### src/sv/als_pkg.sv
`timescale 1ns / 1ps
// ----------------------------------------------------------------------------
// als_pkg: shared types and constants of the ascending list sorter
// Holds the control word that steers every cell of the sorting chain and
// the fixed width of the result word.
// ----------------------------------------------------------------------------
package als_pkg;

   // width of the value field on both channels
   localparam int OUT_BITS = 32;

   // per-cycle command broadcast to all cells of the chain
   typedef struct packed {
      logic insert;   // place the incoming word in sorted position
      logic shift;    // move every word one cell towards the head
   } cell_ctrl_type;

endpackage

### src/sv/als_cell.sv
`timescale 1ns / 1ps
// ----------------------------------------------------------------------------
// als_cell: one cell of the insertion sorting chain
// Holds one word and its occupancy bit. On insert it keeps its word, takes
// the new word or takes its left neighbour's word; on shift it takes its
// right neighbour's word.
// ----------------------------------------------------------------------------
module als_cell
   import als_pkg::*;
#(
   parameter int VALUE_BITS = 32
) (
   input  logic                         clock,
   input  logic                         reset,
   input  cell_ctrl_type                ctrl,
   input  logic signed [VALUE_BITS-1:0] new_value,
   input  logic                         left_valid,
   input  logic signed [VALUE_BITS-1:0] left_value,
   input  logic                         left_keep,
   input  logic                         right_valid,
   input  logic signed [VALUE_BITS-1:0] right_value,
   output logic                         valid,
   output logic signed [VALUE_BITS-1:0] value,
   output logic                         keep
);

   logic                         valid_ff, valid_in;
   logic signed [VALUE_BITS-1:0] value_ff, value_in;

   // an occupied cell not greater than the new word stays put (equal words
   // stay ahead of the new one, so arrival order is kept)
   assign keep = valid_ff && !(value_ff > new_value);

   // next cell contents, idle cycles hold the cell
   always_comb begin
      valid_in = valid_ff;
      value_in = value_ff;
      if (ctrl.shift) begin
         valid_in = right_valid;
         value_in = right_value;
      end else if (ctrl.insert && !keep) begin
         if (left_keep) begin
            valid_in = 1'b1;
            value_in = new_value;
         end else begin
            valid_in = left_valid;
            value_in = left_value;
         end
      end
   end

   // occupancy bit
   always_ff @(posedge clock) begin
      if (reset) begin
         valid_ff <= 1'b0;
      end else begin
         valid_ff <= valid_in;
      end
   end

   // stored word
   always_ff @(posedge clock) begin
      value_ff <= value_in;
   end

   assign valid = valid_ff;
   assign value = value_ff;

endmodule

### src/sv/ascending_list_sorter_unit.sv
`timescale 1ns / 1ps
// ----------------------------------------------------------------------------
// ascending_list_sorter_unit: sorts a list of signed words in ascending order
// Words arrive on the req_ channel, the final one flagged by req_last. Each
// accepted word drops straight into its sorted place in a chain of CAPACITY
// cells, so words can be loaded back to back while req_stall is low. Words that
// arrive while all cells are full are dropped and the list is marked as
// overflowed.
// In the cycle after the final word is accepted the head cell presents the
// smallest word on the rsp_ channel; each accepted result shifts the chain
// one cell towards the head, so results stream out at one per cycle while
// rsp_stall is low. rsp_last_res flags the largest word, rsp_overflow is set
// on every result of a list that lost words. Equal words leave in arrival
// order. While results are being delivered req_stall is high, so the next
// list is held off until the final result of this one is taken. A stall on
// rsp_ freezes the chain and the presented word.
// Reset empties the chain and clears the overflow mark; the stored words
// themselves are not cleared.
// ----------------------------------------------------------------------------
module ascending_list_sorter_unit
   import als_pkg::*;
#(
   parameter int CAPACITY   = 32,
   parameter int VALUE_BITS = 32
) (
   input  logic                       clock,
   input  logic                       reset,
   input  logic                       req_valid,
   output logic                       req_stall,
   input  logic signed [OUT_BITS-1:0] req_value,
   input  logic                       req_last,
   output logic                       rsp_valid,
   input  logic                       rsp_stall,
   output logic signed [OUT_BITS-1:0] rsp_value_res,
   output logic                       rsp_last_res,
   output logic                       rsp_overflow
);

   logic                         drain_ff, drain_in;
   logic                         overflow_ff, overflow_in;
   logic                         in_take, out_take, full;
   logic signed [VALUE_BITS-1:0] new_value;
   cell_ctrl_type                ctrl;
   logic                         cell_valid [CAPACITY];
   logic signed [VALUE_BITS-1:0] cell_value [CAPACITY];
   logic                         cell_keep  [CAPACITY];

   // handshakes
   assign in_take  = req_valid && !drain_ff;
   assign out_take = rsp_valid && !rsp_stall;
   assign full     = cell_valid[CAPACITY-1];

   assign ctrl.insert = in_take && !full;
   assign ctrl.shift  = out_take;

   // incoming word resized to the stored width
   generate
      if (VALUE_BITS >= OUT_BITS) begin : g_in_wide
         assign new_value = VALUE_BITS'(req_value);
      end else begin : g_in_narrow
         assign new_value = req_value[VALUE_BITS-1:0];
      end
   endgenerate

   // chain of cells, head at index 0
   generate
      for (genvar i = 0; i < CAPACITY; i++) begin : g_cell
         logic                         l_valid, l_keep, r_valid;
         logic signed [VALUE_BITS-1:0] l_value, r_value;

         if (i == 0) begin : g_head
            assign l_valid = 1'b0;
            assign l_value = '0;
            assign l_keep  = 1'b1;
         end else begin : g_body
            assign l_valid = cell_valid[i-1];
            assign l_value = cell_value[i-1];
            assign l_keep  = cell_keep[i-1];
         end

         if (i == CAPACITY - 1) begin : g_tail
            assign r_valid = 1'b0;
            assign r_value = '0;
         end else begin : g_inner
            assign r_valid = cell_valid[i+1];
            assign r_value = cell_value[i+1];
         end

         als_cell #(
            .VALUE_BITS (VALUE_BITS)
         ) u_cell (
            .clock       (clock),
            .reset       (reset),
            .ctrl        (ctrl),
            .new_value   (new_value),
            .left_valid  (l_valid),
            .left_value  (l_value),
            .left_keep   (l_keep),
            .right_valid (r_valid),
            .right_value (r_value),
            .valid       (cell_valid[i]),
            .value       (cell_value[i]),
            .keep        (cell_keep[i])
         );
      end
   endgenerate

   // load / drain control and overflow mark
   always_comb begin
      drain_in    = drain_ff;
      overflow_in = overflow_ff;
      if (in_take && full) begin
         overflow_in = 1'b1;
      end
      if (in_take && req_last) begin
         drain_in = 1'b1;
      end
      if (out_take && rsp_last_res) begin
         drain_in    = 1'b0;
         overflow_in = 1'b0;
      end
   end

   always_ff @(posedge clock) begin
      if (reset) begin
         drain_ff    <= 1'b0;
         overflow_ff <= 1'b0;
      end else begin
         drain_ff    <= drain_in;
         overflow_ff <= overflow_in;
      end
   end

   // result word straight from the head cell
   generate
      if (VALUE_BITS >= OUT_BITS) begin : g_out_wide
         assign rsp_value_res = cell_value[0][OUT_BITS-1:0];
      end else begin : g_out_narrow
         assign rsp_value_res = OUT_BITS'(cell_value[0]);
      end
   endgenerate

   assign req_stall    = drain_ff;
   assign rsp_valid    = drain_ff;
   assign rsp_last_res = !cell_valid[1];
   assign rsp_overflow = overflow_ff;

   // head cell always holds a word while results are offered
   a_head_full: assert property (@(posedge clock) disable iff (reset)
      rsp_valid |-> cell_valid[0])
      else $error("result offered from an empty chain");

   // results leave in non-decreasing order
   a_ascending: assert property (@(posedge clock) disable iff (reset)
      (out_take && !rsp_last_res) |=> !($past(cell_value[0]) > cell_value[0]))
      else $error("results out of order");

   // final result leaves the chain empty and ready for loading
   a_empty_after: assert property (@(posedge clock) disable iff (reset)
      (out_take && rsp_last_res) |=> (!cell_valid[0] && !rsp_valid && !rsp_overflow))
      else $error("chain not empty after final result");

endmodule
### config.mk
export PLATFORM = sky130hd
export DESIGN_NAME = ascending_list_sorter_unit
export DESIGN_NICKNAME = d
export VERILOG_FILES = /design/src/sv/als_pkg.sv /design/src/sv/als_cell.sv /design/src/sv/ascending_list_sorter_unit.sv
export SDC_FILE = /design/constraint.sdc
export NUM_CORES = 2
export LEC_CHECK = 0
export ABC_AREA = 1
export BUFFER_PORTS_ARGS = -buffer_cell sky130_fd_sc_hd__buf_2
export CORE_MARGIN = 3
export CORE_UTILIZATION = 59
export CTS_CLUSTER_SIZE = 8
export DETAILED_ROUTE_END_ITERATION = 12
export PLACE_DENSITY_LB_ADDON = 0.1
export SLEW_MARGIN = 20
export SYNTH_ARGS = -nofsm -noshare
export SYNTH_HDL_FRONTEND = slang
export SYNTH_SLANG_ARGS = --single-unit
export TNS_END_PERCENT = 5
### constraint.sdc
create_clock -name clock -period 3.9 [get_ports clock]
set_input_delay 0.585 -clock clock [delete_from_list [all_inputs] [get_ports clock]]
set_output_delay 0.585 -clock clock [all_outputs]
set_load 0.01 [all_outputs]
Word-level counts from Yosys, hierarchy flattened
Index checks and enable logic that the tools add are counted.

Multiplexer cells: 186. Magnitude comparators: 32. Reductions and logical operators: 171.

Operator list (count): $mux 32 (93); $gt 32x32->1 (32); $mux 1 (93); $logic_and 1x1->1 (70); $logic_not 1->1 (68); $reduce_bool 2->1 (31); $reduce_or 2->1 (2).

Output and inout bits: 36. Input port bits: 37. Bits in registers: 1058.

Logic depth before layout (Yosys ltp)
Word-level depth: 7. Mapped depth: 22.

Cells and area by module
A second synthesis with hierarchy kept.

Cell total of the unflattened synthesis: 10708. Area total of the unflattened synthesis: 81323.0 sq um.

Modules (own cells, without submodules): als_cell (cells an instance 334, area an instance 2537.4 sq um, times used 32); ascending_list_sorter_unit (cells an instance 20, area an instance 125.1 sq um, times used 1).

Worst setup path after synthesis
No wires, ideal clock.

Path kind: input port to flip-flop. Start point: in req_value[31]. End point: reg g_cell[0].u_cell.value_ff[0] (enable). Required time: 3.511 ns. Stages on the path: 16. Setup slack: -0.306 ns. Arrival: 3.817 ns. Library setup time: 0.389 ns. Cells stage by stage: inv_1 -> clkbuf_1 -> ha_1 -> nand2_1 -> nor2_1 -> nand3_1 -> nor4_2 -> nand2_1 -> nand2_1 -> nand2_1 -> nand2_1 -> nand2_2 -> nand2_2 -> buf_4 -> nand2_1 -> nand2_1.

Word-level cells in the longest chain between the ends: 6.

Ends and longest elaborated chain: start: declaration (RTL line ascending_list_sorter_unit.sv:30) `input logic signed [OUT_BITS-1:0] req_value,`; $gt 32x32->1 (RTL line als_cell.sv:32) `assign keep = valid_ff && !(value_ff > new_value);`; $logic_not 1->1 (RTL line als_cell.sv:32); $logic_and 1x1->1 (RTL line als_cell.sv:32); $logic_not 1->1 (RTL line als_cell.sv:41) `end else if (ctrl.insert && !keep) begin`; $logic_and 1x1->1 (RTL line als_cell.sv:41); $reduce_bool 2->1 (no line); end signal: assignment (RTL line als_cell.sv:63) `value_ff <= value_in;`; end: declaration (RTL line als_cell.sv:28) `logic signed [VALUE_BITS-1:0] value_ff, value_in;`.

Every way passes these cells. A chain may end at the register's enable or synchronous reset.

Final worst setup path
Start point: reg g_cell[29].u_cell.value_ff[13]. End point: reg g_cell[30].u_cell.value_ff[12], data pin.

Word-level cells in the longest chain between the ends: 6.

Ends and longest elaborated chain: start: declaration (RTL line als_cell.sv:28); start signal: assignment (RTL line als_cell.sv:63); $gt 32x32->1 (RTL line als_cell.sv:32); $logic_not 1->1 (RTL line als_cell.sv:32); $logic_and 1x1->1 (RTL line als_cell.sv:32); $mux 32 (RTL line als_cell.sv:42) `if (left_keep) begin`; $mux 32 (RTL line als_cell.sv:41); $mux 32 (RTL line als_cell.sv:38) `if (ctrl.shift) begin`; named net g_cell[30].u_cell.value_in[12] (RTL line als_cell.sv:28); end signal: assignment (RTL line als_cell.sv:63); end: declaration (RTL line als_cell.sv:28).

The timed path passes the listed nets, and every way through them passes these cells. The select of a mux whose other input is x is not followed.

==> impl_metrics.csv <==
group,metric,value,unit
global_route,overflow,0,
sta,setup_tns,0,ps
route,wl_per_cell,19.86,um
clock_network,cts.htree.levels,4,
floorplan,core-area,0.1341,mm2
clock_network,cts_tree,"yes",
floorplan,ios,73,
clock_network,path_clk_slew,50,ps
logic_synthesis,synth_area,0.08018,mm2
clock_network,clk-insertion-delay-late,790,ps
floorplan,fp.dieH,374.6,um
finish,drive_above_1_share,0.06018,
route,firstDrtPassIters,6,
clock_network,cts.repair.resized,0,
finish,area_growth,9.752,%
logic_synthesis,synth_cells,10504,
logic_synthesis,syn_nets,11533,
floorplan,start_util,0.5978,
logic_synthesis,synth_top_area_cell,"edfxtp_1",
sta,tightest_slew,1179,ps
hold_path,hp-class,"primary input to flop",
logic_synthesis,synth_edf_count,992,
finish,final_core_util,0.6561,
sta,finalHoldViolations,0,
global_route,grt_pass1_vias,68178,
route,drt_iter0_drc,8031,
global_route,antenna_found_initial,0,
logic_synthesis,muxShareOfSynthArea,0,
sta,finalCritPeriodShare,0.8366,
logic_synthesis,synth_top_family_by_area,"simple AND/OR/NAND/NOR gates",
floorplan,die_x,374.6,um
route,vias,72322,
worst_setup_path,start_kind,"flop",
worst_setup_path,cp.required,4410,ps
logic_synthesis,synthArstFlopShare,0,
logic_synthesis,synth_top_area_frac,0.3715,
worst_setup_path,path_class,"flop to flop",
sta,finalMaxSlewViolations,0,
logic_synthesis,synthAdderAreaFrac,0.1548,
power_and_ir_drop,p_leak,43.22,nW
sta,rsz0062_at_grt,"false",
place,dp_cells,12073,
sta,relSlewSlack,0.2143,
global_route,grt-busiest-layer,"met2",
clock_network,cts_root_buf,"clkbuf_16",
logic_synthesis,synth_most_common_cell,"nand2_1",
finish,fillers,11260,
worst_setup_path,path_max_fanout,64,
logic_synthesis,synth_compound_area_frac,0.1067,
finish,antenna_cells,0,
worst_setup_path,worstSetupEndpointType,"flop",
logic_synthesis,synthTopCellsByArea,"edfxtp_1 37%, ha_1 15%, nand2_1 15%",
logic_synthesis,yosysSeqAreaShare,0.3880,
global_route,grt_max_degree,142,
global_route,grt_pass1_wl,378900,um
place,placed_area,0.08357,mm2
finish,fin_nets,11488,
sta,timing.fmax,306.5,MHz
route,wl,245000,um
place,hpwl,183800,um
sta,finClkSkew,23.63,ps
global_route,grt_use_met3,0.04918,
floorplan,rows,134,
logic_synthesis,synth_xor_area_frac,0,
logic_synthesis,ys_top_cells_by_count,"3236 x nand2_1, 1334 x inv_1, 1142 x nand3_1, 992 x edfxtp_1, 992 x ha_1",
place,io_buffers,72,
global_route,met2_usage,0.5327,
finish,design_area,0.08800,mm2
finish,stdcell_count,12336,
sta,min_period,3263,ps
power_and_ir_drop,vdd_drop_max,0.4720,mV
clock_network,cts.sinks,1058,
route,viasPerCell,5.863,
worst_setup_path,worstPathArrival,3770,ps
logic_synthesis,synth_cell_types,37,
place,globalplace.congestion,0.9475,
route,route.detailed.drc,0,
logic_synthesis,ys.warnings.count,0,
global_route,grt_use_total,0.3414,
floorplan,die-area,0.1404,mm2
logic_synthesis,syn_area_per_cell,7.633,um2
global_route,gr-usage-met1,0.4648,
power_and_ir_drop,powerDensity,519.1,mW/mm2
clock_network,cts_buffer_depth,3,
sta,setup-violations-final,0,
clock_network,cts_setup_buffers,0,
logic_synthesis,synth_flop_cell,"edfxtp_1",
job,max-cap-violations,0,
clock_network,cts_buffers,151,
logic_synthesis,synth_seq_cells,1058,
outcome,status,"finished, final reports clean",
logic_synthesis,yosys.area_share.simple,0.2536,
sta,holdWs,70.49,ps
route,ant_nets,0,
==> worst paths after layout <==
| kind | startpoint | end | slack, ps | cells past startpoint |
|---|---|---|---|---|
| worst max register to register | g_cell[29].u_cell.value[13] | g_cell[30].u_cell.value[12] | 640 | 14 |
| worst max-delay path | g_cell[29].u_cell.value[13] | g_cell[30].u_cell.value[12] | 640 | 14 |
| worst min register to register | rsp_overflow | rsp_overflow | 440 | 2 |
| worst min-delay path | req_last | req_stall | 70 | 3 |
==> cells in the final DEF, fill, tap and decap left out, types with 28 or more instances in the layout <==
| master | synthesis | layout |
|---|---|---|
| clkbuf_16 | 0 | 158 |
| o21ai_0 | 882 | 882 |
| a21oi_1 | 473 | 473 |
| buf_4 | 50 | 158 |
| o21a_1 | 53 | 53 |
| nand2_1 | 3236 | 3235 |
| nor3_1 | 28 | 28 |
| nor2_1 | 305 | 304 |
| buf_12 | 0 | 112 |
| clkbuf_1 | 263 | 94 |
| nand2_2 | 30 | 31 |
| inv_1 | 1334 | 1300 |
| nand4_1 | 83 | 83 |
| buf_2 | 183 | 72 |
| inv_2 | 25 | 43 |
| edfxtp_1 | 992 | 992 |
| dfxtp_1 | 66 | 66 |
| o21ai_1 | 235 | 235 |
| ha_1 | 992 | 992 |
| nand3_1 | 1142 | 1142 |
==> worst max-delay path, cell delays in order, from the launching register on <==
cell and delay (ps):
edfxtp_1 410, ha_1 310, a21oi_1 290, o21ai_0 130
a21oi_1 120, nand2_1 250, nand2_1 160, nand2_1 60
nand2_1 50, nand3_1 70, nand2_2 100, buf_12 260
nand2_1 320, o21ai_1 310, o21ai_1 110
==> through the flow <==
stage / setup WS [ps] / total power [mW]
2_1_floorplan: 195.7 / 27.80
3_3_place_gp: 241.1 / 32.11
3_5_place_dp: 245.6 / 32.80
4_1_cts: 931.0 / 45.52
5_1_grt: 553.1 / 48.56
6_report: 637.3 / 45.68
==> registers in the layout (all words and copies together), names as in the netlist <==
register,flops
g_cell.u_cell.value,1024
g_cell.u_cell.valid,32
req_stall,1
rsp_overflow,1
==> cell type report <==
cell class	count	area, um2	share of cell area
timing repair buffer	343	3799	0.04317
multi-input combinational	7544	41320	0.4695
inverter	1361	5139	0.05840
clock buffer	254	4334	0.04925
clock inverter	8	88.84	0.001010
tap	1768	2212	0.02514
sequential	1058	31110	0.3535
==> power by group <==
part           total [mW]  internal [mW]  switching [mW]
Sequential           17.2           15.9            1.33
Combinational        15.8           5.55            10.3
Clock                12.7           7.49            5.17
Total                45.7           28.9            16.8
==> per-layer routing <==
| layer | vias up | wire length [um] |
|---|---|---|
| met5 | - | 0 |
| met2 | 3577 | 107700 |
| met4 | 0 | 13360 |
| met1 | 33178 | 100800 |
| met3 | 657 | 23150 |
| li1 | 34910 | - |
==> timing repair <==
item                                    CTS  global route
endpoints found under the setup margin    0             0
hold buffers                              1             0
hold endpoints to repair                  1             0
==> kinds of logic (layout without fill, tap and decap cells) <==
family	count (synthesis)	count (layout)
and+or+nand+nor	4882	4882
adders and majority gates	992	992
AOI/OAI and AO/OA	1670	1670
buffers and inverters	1902	1966
DFF	1058	1058
Note: power is estimated with default switching activity, not from simulation.
